**src/rtl/dq_pkg.sv**
```systemverilog
// Shared types and constants for the double-ended queue.
package dq_pkg;

  localparam int unsigned QUEUE_DEPTH = 16;
  localparam int unsigned ENTRY_BYTES = 8;

  localparam int unsigned ENTRY_W = 8 * ENTRY_BYTES;
  localparam int unsigned PTR_W   = (QUEUE_DEPTH > 1) ? $clog2(QUEUE_DEPTH) : 1;
  localparam int unsigned COUNT_W = $clog2(QUEUE_DEPTH + 1);
  localparam int unsigned SUM_W   = PTR_W + 5;

  // Fixed port widths
  localparam int unsigned CMD_W    = 3;
  localparam int unsigned DATA_W   = 64;
  localparam int unsigned POS_W    = 4;
  localparam int unsigned STATUS_W = 2;
  localparam int unsigned OCC_W    = 5;

  typedef enum logic [CMD_W-1:0] {
    CMD_PUSH_HEAD = 3'd0,
    CMD_PUSH_TAIL = 3'd1,
    CMD_POP_HEAD  = 3'd2,
    CMD_POP_TAIL  = 3'd3,
    CMD_PEEK_HEAD = 3'd4,
    CMD_PEEK_TAIL = 3'd5,
    CMD_READ_IDX  = 3'd6,
    CMD_CLEAR     = 3'd7
  } dq_cmd_e;

  typedef enum logic [STATUS_W-1:0] {
    STS_OK    = 2'd0,
    STS_EMPTY = 2'd1,
    STS_RANGE = 2'd2,
    STS_FULL  = 2'd3
  } dq_status_e;

  typedef enum logic [0:0] {
    ST_IDLE = 1'b0,
    ST_EXEC = 1'b1
  } dq_state_e;

  // Controller to datapath commands
  typedef struct packed {
    logic capture;  // latch the input beat and launch the store read
    logic commit;   // apply the command and load the result register
  } dq_ctl_t;

endpackage

```
**src/rtl/dq_ctrl.sv**
```systemverilog
// Controller state machine: sequences capture and commit, owns the output valid.
module dq_ctrl (
  input  logic            clk_i,
  input  logic            rst_ni,
  input  logic            in_valid_i,
  output logic            in_ready_o,
  output logic            out_valid_o,
  input  logic            out_ready_i,
  output dq_pkg::dq_ctl_t ctl_o
);

  dq_pkg::dq_state_e state_q, state_d;
  logic out_valid_q, out_valid_d;

  always_ff @(posedge clk_i or negedge rst_ni) begin
    if (!rst_ni) begin
      state_q     <= dq_pkg::ST_IDLE;
      out_valid_q <= 1'b0;
    end else begin
      state_q     <= state_d;
      out_valid_q <= out_valid_d;
    end
  end

  always_comb begin
    state_d       = state_q;
    in_ready_o    = 1'b0;
    ctl_o.capture = 1'b0;
    ctl_o.commit  = 1'b0;
    case (state_q)
      dq_pkg::ST_IDLE: begin
        in_ready_o    = 1'b1;
        ctl_o.capture = in_valid_i;
        if (in_valid_i) begin
          state_d = dq_pkg::ST_EXEC;
        end
      end
      dq_pkg::ST_EXEC: begin
        // wait while the result register still holds an untaken beat
        if (!out_valid_q || out_ready_i) begin
          ctl_o.commit = 1'b1;
          state_d      = dq_pkg::ST_IDLE;
        end
      end
      default: begin
        state_d = dq_pkg::ST_IDLE;
      end
    endcase

    if (ctl_o.commit) begin
      out_valid_d = 1'b1;
    end else if (out_ready_i) begin
      out_valid_d = 1'b0;
    end else begin
      out_valid_d = out_valid_q;
    end
  end

  assign out_valid_o = out_valid_q;

endmodule

```
**src/rtl/dq_datapath.sv**
```systemverilog
// Datapath: entry store, ring pointers, count and result register.
module dq_datapath (
  input  logic                          clk_i,
  input  logic                          rst_ni,
  input  dq_pkg::dq_ctl_t               ctl_i,
  input  logic [dq_pkg::CMD_W-1:0]      command_i,
  input  logic [dq_pkg::DATA_W-1:0]     entry_data_i,
  input  logic [dq_pkg::POS_W-1:0]      position_i,
  output logic [dq_pkg::STATUS_W-1:0]   status_o,
  output logic [dq_pkg::DATA_W-1:0]     read_data_o,
  output logic [dq_pkg::OCC_W-1:0]      occupancy_o
);

  localparam logic [dq_pkg::PTR_W-1:0] LastSlot = dq_pkg::PTR_W'(dq_pkg::QUEUE_DEPTH - 1);
  localparam logic [dq_pkg::COUNT_W-1:0] FullCount = dq_pkg::COUNT_W'(dq_pkg::QUEUE_DEPTH);
  localparam logic [dq_pkg::SUM_W-1:0] DepthSum = dq_pkg::SUM_W'(dq_pkg::QUEUE_DEPTH);

  logic [dq_pkg::ENTRY_W-1:0] mem_q [dq_pkg::QUEUE_DEPTH];

  logic [dq_pkg::PTR_W-1:0]   head_q, head_d, tail_q, tail_d;
  logic [dq_pkg::COUNT_W-1:0] count_q, count_d;

  // captured beat
  dq_pkg::dq_cmd_e            cmd_q;
  logic [dq_pkg::ENTRY_W-1:0] wdata_q;
  logic [dq_pkg::POS_W-1:0]   pos_q;
  logic [dq_pkg::ENTRY_W-1:0] rdata_q;

  logic [dq_pkg::STATUS_W-1:0] status_q, status_d;
  logic [dq_pkg::ENTRY_W-1:0]  rd_q, rd_d;
  logic [dq_pkg::COUNT_W-1:0]  occ_q;

  logic [dq_pkg::PTR_W-1:0] rd_addr, wr_addr;
  logic [dq_pkg::SUM_W-1:0] idx_sum;
  logic                     wr_en;
  logic [dq_pkg::PTR_W-1:0] head_next, tail_next, head_prev, tail_prev;
  logic                     empty, full;

  // ring neighbors
  always_comb begin
    head_next = (head_q == LastSlot) ? '0 : head_q + 1'b1;
    tail_next = (tail_q == LastSlot) ? '0 : tail_q + 1'b1;
    head_prev = (head_q == '0) ? LastSlot : head_q - 1'b1;
    tail_prev = (tail_q == '0) ? LastSlot : tail_q - 1'b1;
  end

  // read address from the incoming beat
  always_comb begin
    idx_sum = dq_pkg::SUM_W'(tail_q) + dq_pkg::SUM_W'(position_i);
    if (idx_sum >= DepthSum) begin
      idx_sum = idx_sum - DepthSum;
    end
    case (command_i)
      dq_pkg::CMD_POP_HEAD, dq_pkg::CMD_PEEK_HEAD: rd_addr = head_q;
      dq_pkg::CMD_POP_TAIL, dq_pkg::CMD_PEEK_TAIL: rd_addr = tail_q;
      dq_pkg::CMD_READ_IDX:                        rd_addr = idx_sum[dq_pkg::PTR_W-1:0];
      default:                                     rd_addr = head_q;
    endcase
  end

  always_ff @(posedge clk_i) begin
    if (ctl_i.capture) begin
      cmd_q   <= dq_pkg::dq_cmd_e'(command_i);
      wdata_q <= entry_data_i[dq_pkg::ENTRY_W-1:0];
      pos_q   <= position_i;
      rdata_q <= mem_q[rd_addr];
    end
  end

  always_ff @(posedge clk_i) begin
    if (wr_en) begin
      mem_q[wr_addr] <= wdata_q;
    end
  end

  assign empty = (count_q == '0);
  assign full  = (count_q == FullCount);

  // command execution
  always_comb begin
    head_d   = head_q;
    tail_d   = tail_q;
    count_d  = count_q;
    status_d = dq_pkg::STS_OK;
    rd_d     = '0;
    wr_en    = 1'b0;
    wr_addr  = head_q;
    case (cmd_q)
      dq_pkg::CMD_PUSH_HEAD, dq_pkg::CMD_PUSH_TAIL: begin
        if (full) begin
          status_d = dq_pkg::STS_FULL;
        end else if (empty) begin
          tail_d  = head_q;
          wr_en   = ctl_i.commit;
          wr_addr = head_q;
          count_d = dq_pkg::COUNT_W'(1);
        end else if (cmd_q == dq_pkg::CMD_PUSH_HEAD) begin
          head_d  = head_next;
          wr_en   = ctl_i.commit;
          wr_addr = head_next;
          count_d = count_q + 1'b1;
        end else begin
          tail_d  = tail_prev;
          wr_en   = ctl_i.commit;
          wr_addr = tail_prev;
          count_d = count_q + 1'b1;
        end
      end
      dq_pkg::CMD_POP_HEAD, dq_pkg::CMD_POP_TAIL,
      dq_pkg::CMD_PEEK_HEAD, dq_pkg::CMD_PEEK_TAIL: begin
        if (empty) begin
          status_d = dq_pkg::STS_EMPTY;
        end else begin
          rd_d = rdata_q;
          if (cmd_q == dq_pkg::CMD_POP_HEAD || cmd_q == dq_pkg::CMD_POP_TAIL) begin
            count_d = count_q - 1'b1;
            // last entry leaves the pointers where they are
            if (count_q != dq_pkg::COUNT_W'(1)) begin
              if (cmd_q == dq_pkg::CMD_POP_HEAD) begin
                head_d = head_prev;
              end else begin
                tail_d = tail_next;
              end
            end
          end
        end
      end
      dq_pkg::CMD_READ_IDX: begin
        if (dq_pkg::SUM_W'(pos_q) >= dq_pkg::SUM_W'(count_q)) begin
          status_d = dq_pkg::STS_RANGE;
        end else begin
          rd_d = rdata_q;
        end
      end
      dq_pkg::CMD_CLEAR: begin
        head_d  = '0;
        tail_d  = '0;
        count_d = '0;
      end
      default: begin
        status_d = dq_pkg::STS_OK;
      end
    endcase
  end

  always_ff @(posedge clk_i or negedge rst_ni) begin
    if (!rst_ni) begin
      head_q  <= '0;
      tail_q  <= '0;
      count_q <= '0;
    end else if (ctl_i.commit) begin
      head_q  <= head_d;
      tail_q  <= tail_d;
      count_q <= count_d;
    end
  end

  always_ff @(posedge clk_i) begin
    if (ctl_i.commit) begin
      status_q <= status_d;
      rd_q     <= rd_d;
      occ_q    <= count_d;
    end
  end

  assign status_o    = status_q;
  assign read_data_o = dq_pkg::DATA_W'(rd_q);
  assign occupancy_o = dq_pkg::OCC_W'(occ_q);

`ifndef SYNTHESIS
  a_count_bound: assert property (@(posedge clk_i) disable iff (!rst_ni)
    count_q <= FullCount)
    else $error("count beyond depth");

  a_single_entry: assert property (@(posedge clk_i) disable iff (!rst_ni)
    count_q == dq_pkg::COUNT_W'(1) |-> head_q == tail_q)
    else $error("single entry but head and tail differ");

  a_full_push: assert property (@(posedge clk_i) disable iff (!rst_ni)
    ctl_i.commit && full &&
    (cmd_q == dq_pkg::CMD_PUSH_HEAD || cmd_q == dq_pkg::CMD_PUSH_TAIL)
    |=> $stable(count_q) && $stable(head_q) && $stable(tail_q))
    else $error("rejected push changed state");

  a_clear: assert property (@(posedge clk_i) disable iff (!rst_ni)
    ctl_i.commit && cmd_q == dq_pkg::CMD_CLEAR
    |=> count_q == '0 && head_q == '0 && tail_q == '0)
    else $error("clear left state behind");
`endif

endmodule

```
**src/rtl/double_ended_queue_core.sv**
```systemverilog
// Top level of the double-ended queue: controller plus datapath.
//
// Usage:
//   Input channel (in_valid_i / in_ready_o) carries one command beat:
//   command_i, entry_data_i (value for pushes) and position_i (index from
//   the tail for an indexed read). Output channel (out_valid_o /
//   out_ready_i) returns exactly one result beat per command: status_o,
//   read_data_o (zero unless a pop, peek or indexed read succeeds) and
//   occupancy_o (entries held after the command).
// Sequencing:
//   A command is accepted in the idle state and its store read lands in a
//   register. The EXEC state then commits it and raises out_valid_o,
//   unless an earlier result beat is still untaken. A new command is not
//   taken until the last one commits: capture in IDLE, commit in EXEC.
// Reset:
//   rst_ni clears head, tail and count to zero and drops out_valid_o.
//   Store contents are not cleared; only live slots are ever returned.
// Back-pressure:
//   The next command is still accepted while a result waits; its commit is
//   held until the waiting result beat is taken.
module double_ended_queue_core (
  input  logic                        clk_i,
  input  logic                        rst_ni,
  input  logic                        in_valid_i,
  output logic                        in_ready_o,
  input  logic [dq_pkg::CMD_W-1:0]    command_i,
  input  logic [dq_pkg::DATA_W-1:0]   entry_data_i,
  input  logic [dq_pkg::POS_W-1:0]    position_i,
  output logic                        out_valid_o,
  input  logic                        out_ready_i,
  output logic [dq_pkg::STATUS_W-1:0] status_o,
  output logic [dq_pkg::DATA_W-1:0]   read_data_o,
  output logic [dq_pkg::OCC_W-1:0]    occupancy_o
);

  dq_pkg::dq_ctl_t ctl;

  // sequencing and output handshake
  dq_ctrl u_ctrl (
    .clk_i       (clk_i),
    .rst_ni      (rst_ni),
    .in_valid_i  (in_valid_i),
    .in_ready_o  (in_ready_o),
    .out_valid_o (out_valid_o),
    .out_ready_i (out_ready_i),
    .ctl_o       (ctl)
  );

  // store, pointers and result register
  dq_datapath u_datapath (
    .clk_i        (clk_i),
    .rst_ni       (rst_ni),
    .ctl_i        (ctl),
    .command_i    (command_i),
    .entry_data_i (entry_data_i),
    .position_i   (position_i),
    .status_o     (status_o),
    .read_data_o  (read_data_o),
    .occupancy_o  (occupancy_o)
  );

endmodule
```
**config.mk**
```make
export PLATFORM = sky130hd
export DESIGN_NAME = double_ended_queue_core
export DESIGN_NICKNAME = d
export VERILOG_FILES = /design/src/rtl/dq_pkg.sv /design/src/rtl/dq_ctrl.sv /design/src/rtl/dq_datapath.sv /design/src/rtl/double_ended_queue_core.sv
export SDC_FILE = /design/constraint.sdc
export NUM_CORES = 1
export LEC_CHECK = 0
export ABC_AREA = 1
export BUFFER_PORTS_ARGS = -buffer_cell sky130_fd_sc_hd__buf_2
export CAP_MARGIN = 0
export CORE_UTILIZATION = 60
export DETAILED_ROUTE_END_ITERATION = 16
export PLACE_DENSITY_LB_ADDON = 0.3
export SETUP_SLACK_MARGIN = 0.5
export SLEW_MARGIN = 5
export SYNTH_ARGS = -nofsm -noshare
export SYNTH_HDL_FRONTEND = slang
export SYNTH_HIERARCHICAL = 1
export SYNTH_SLANG_ARGS = --single-unit
```
**constraint.sdc**
```tcl
create_clock -name clk_i -period 6.4 [get_ports clk_i]
set_input_delay 1.28 -clock clk_i [delete_from_list [all_inputs] [get_ports clk_i]]
set_output_delay 1.28 -clock clk_i [all_outputs]
set_load 0.02 [all_outputs]
```
==> metrics <==
crit end category=register; status=completed; EDFF count, synth=1230; Detail Route Antenna Nets=0; Synth top area share=69.21%; CP top delay family=buffers and inverters; Fmax=0.2592 GHz; # fillers=6175; drt total wl=132.2 mm; DIE WIDTH=300.2 um; GP Congestion=0.8388; Die Span Y=300.2 um; Clock Tree Buf Depth=3; Synth cell types=41; Starting Density=60.48%; TritonCTS clock tree=yes; # diodes=0; # hold bufs at CTS=0; I/O Buffers=147; vias in the first global route=33.87k; total power=23.47 mW; met3 usage=4.393%; CTS sink cnt=1245; core area=88240 sq um; crit path kind=in -> reg; Max Cap Violations=0; critical path's most frequent cell=nand3_1; most common flop cell mapped by yosys=edfxtp_1; WL/cell=22.25 um; Iter 0 DRT Violations=4554; placed cell areas=55040 sq um; startpoint types=input port; Congestion Overflow GR=0; met1 GRT Util=40.35%; routed vias=35.08k; initial antenna violation count=4; DRC=0; Slew headroom=17.02%; Clock Skews=0.03155 ns; static leakage=23.43 nW; fin crit share=60.29%; commonest cells in the netlist=1230 x edfxtp_1, 1172 x nand3_1, 772 x nand2_1, 747 x inv_1, 192 x nand3b_1; Critical Path Fanout Max=173; GRT Total Usage=29.48%; count leader, synth=edfxtp_1; area grow syn2layout=10.30%; sequential element share of the synthesized area=69.91%; CTS Buf Count=121; drt first pass iters=7; # resized after CTS=0; routed vias/inst=5.906; HPWL Detailed=66.28 mm; pwr dens=398.7 nW/um^2; highest cell delay on the worst timing path=0.67 ns; share of layout cells above drive strength 1=8.963%; full die area=90150 sq um; # nets final=4765; dpl cells=5713; CP bufs+invs=4; Post-Syn Nets=4717; CTS root buf=clkbuf_16; Mean Syn Cell Area=11.54 sq um; Clock Latency Late Sink=0.72 ns; Mapped Cells=4623; synth top area cells=edfxtp_1 69%, nand3_1 11%, nand2_1 5.4%; maximum number of pins on one net before global-route repair=174; WP data arrival=4.30 ns; Max Slew Vio Count=0; site row count=109; HP Class=reg -> reg; global-route wire length before repair=200.8 mm; fin area=58870 sq um; Ports=148; Post-synth ARST share=1.205%; met2 Use GR=48.52%; CP Data Required Time=6.85 ns; Least-Margin Pin Slew=1.245 ns; H-tree depth=3; Post-Layout Cell Count=5940; slowest library cell on the worst path=buf_4; Synth Cell Area=53370 sq um; GRT Max-Usage Layer=met2; fin crit period=3.859 ns; yosys warns=6; count of final setup violators=0; Final TNS setup=0 ns; #FFs+latches synth=1245; # Post-CTS Setup Buffers=0; RSZ-0062 raised after global routing=false; area leader, netlist=edfxtp_1; VDD IR max=356.9 uV; Critical Path, Cell by Cell=buf_2 -> nand2_1 -> nor2_4 -> inv_1 -> nand3_4 -> buf_12 -> buf_4 -> nand3_1 -> nand3_1 -> nand3_1 -> nand3_1 -> nand2_1; Final Hold Viols=0; clock slew at reported path FFs=0.06 ns
final cells by class:
type                    instances  area [sq um]  area share (%)
multi-input cells            2342         11850           20.13
clock buffers                 147          3147           5.346
clock inverters                80         681.9           1.158
inverters                     750          2838           4.821
flip-flops and latches       1245         37310           63.38
well taps                    1165          1458           2.476
repair buffers                211          1579           2.682
worst min-delay path, cell delays in order, from the launching register on:
cell and delay, ns:
dfrtp_1 0.35, inv_2 0.07, nand2_1 0.06
logic make-up (layout without fill, tap and decap cells):
group,Yosys count,in the layout,share of synthesized area (%)
AND/OR/NAND/NOR,2186,2186,19.62
flip-flops,1245,1245,69.91
buffers and inverters,1036,1188,8.241
AO/OA/AOI/OAI,125,125,1.573
adder cells (fa/ha/maj),19,19,0.4595
XOR/XNOR,12,12,0.1969
routing by layer:
layer  vias up  share of wire (%)
met4         4                2.7
met2      1926                 48
li1      15890                  -
met1     16990                 39
met3       275                9.8
met5         -              0.020
path summary, 6_finish.rpt:
path	from	to	slack, ns	cells after the start
worst min register to register	u_ctrl/state_q	u_ctrl/out_valid_o	0.51	2
worst min-delay path	u_ctrl/state_q	u_ctrl/out_valid_o	0.51	2
max in group asynchronous	rst_ni	u_datapath/tail_q[2]	5.58	1
worst max-delay path	command_i[1]	u_datapath/rdata_q[57]	2.54	12
worst max register to register	u_datapath/count_q[0]	u_datapath/mem_q[6][43]	2.55	10
min in group asynchronous	rst_ni	u_ctrl/out_valid_o	0.52	1
cell usage in the layout, fill, tap and decap left out, types with 13 or more instances in the layout:
cell type,Yosys,layout
clkinv_2,0,34
clkbuf_1,45,25
buf_12,0,29
buf_4,4,35
dfrtp_1,15,15
inv_1,747,745
nor2_4,1,19
clkbuf_16,0,122
clkinv_1,0,27
nor2_1,30,13
nand3b_1,192,192
nand3_1,1172,1170
a21boi_0,64,64
edfxtp_1,1230,1230
nand2_1,772,770
buf_2,184,147
o21ai_0,30,30
ha_1,18,18
registers in the layout, indices dropped and copies added, names as in the netlist:
signal / cells
u_datapath/rdata_q: 64
u_datapath/pos_q: 4
u_datapath/status_o: 2
u_ctrl/out_valid_o: 1
u_datapath/read_data_o: 64
u_datapath/wdata_q: 64
u_datapath/occupancy_o: 5
u_datapath/count_q: 5
u_datapath/head_q: 4
u_datapath/cmd_q: 3
u_datapath/mem_q: 1024
u_ctrl/state_q: 1
u_datapath/tail_q: 4
power by group:
group	leakage, nW	switching [mW]	internal [mW]
Sequential	11.4	0.375	9.68
Clock	1.90	3.01	3.90
Combinational	10.2	4.59	1.91
metrics by stage:
step | setup WS [ns] | util (%) | hold slack (ns)
2_1_floorplan | 0.4716 | - | 0.4912
3_3_place_gp | 2.124 | 62.37 | 0.4914
3_5_place_dp | 2.038 | 62.37 | 0.5073
4_1_cts | 2.569 | 66.71 | 0.4984
5_1_grt | 2.266 | 66.71 | 0.5288
6_report | 2.541 | 66.71 | 0.5109
Power figures use the tool's default switching activity.
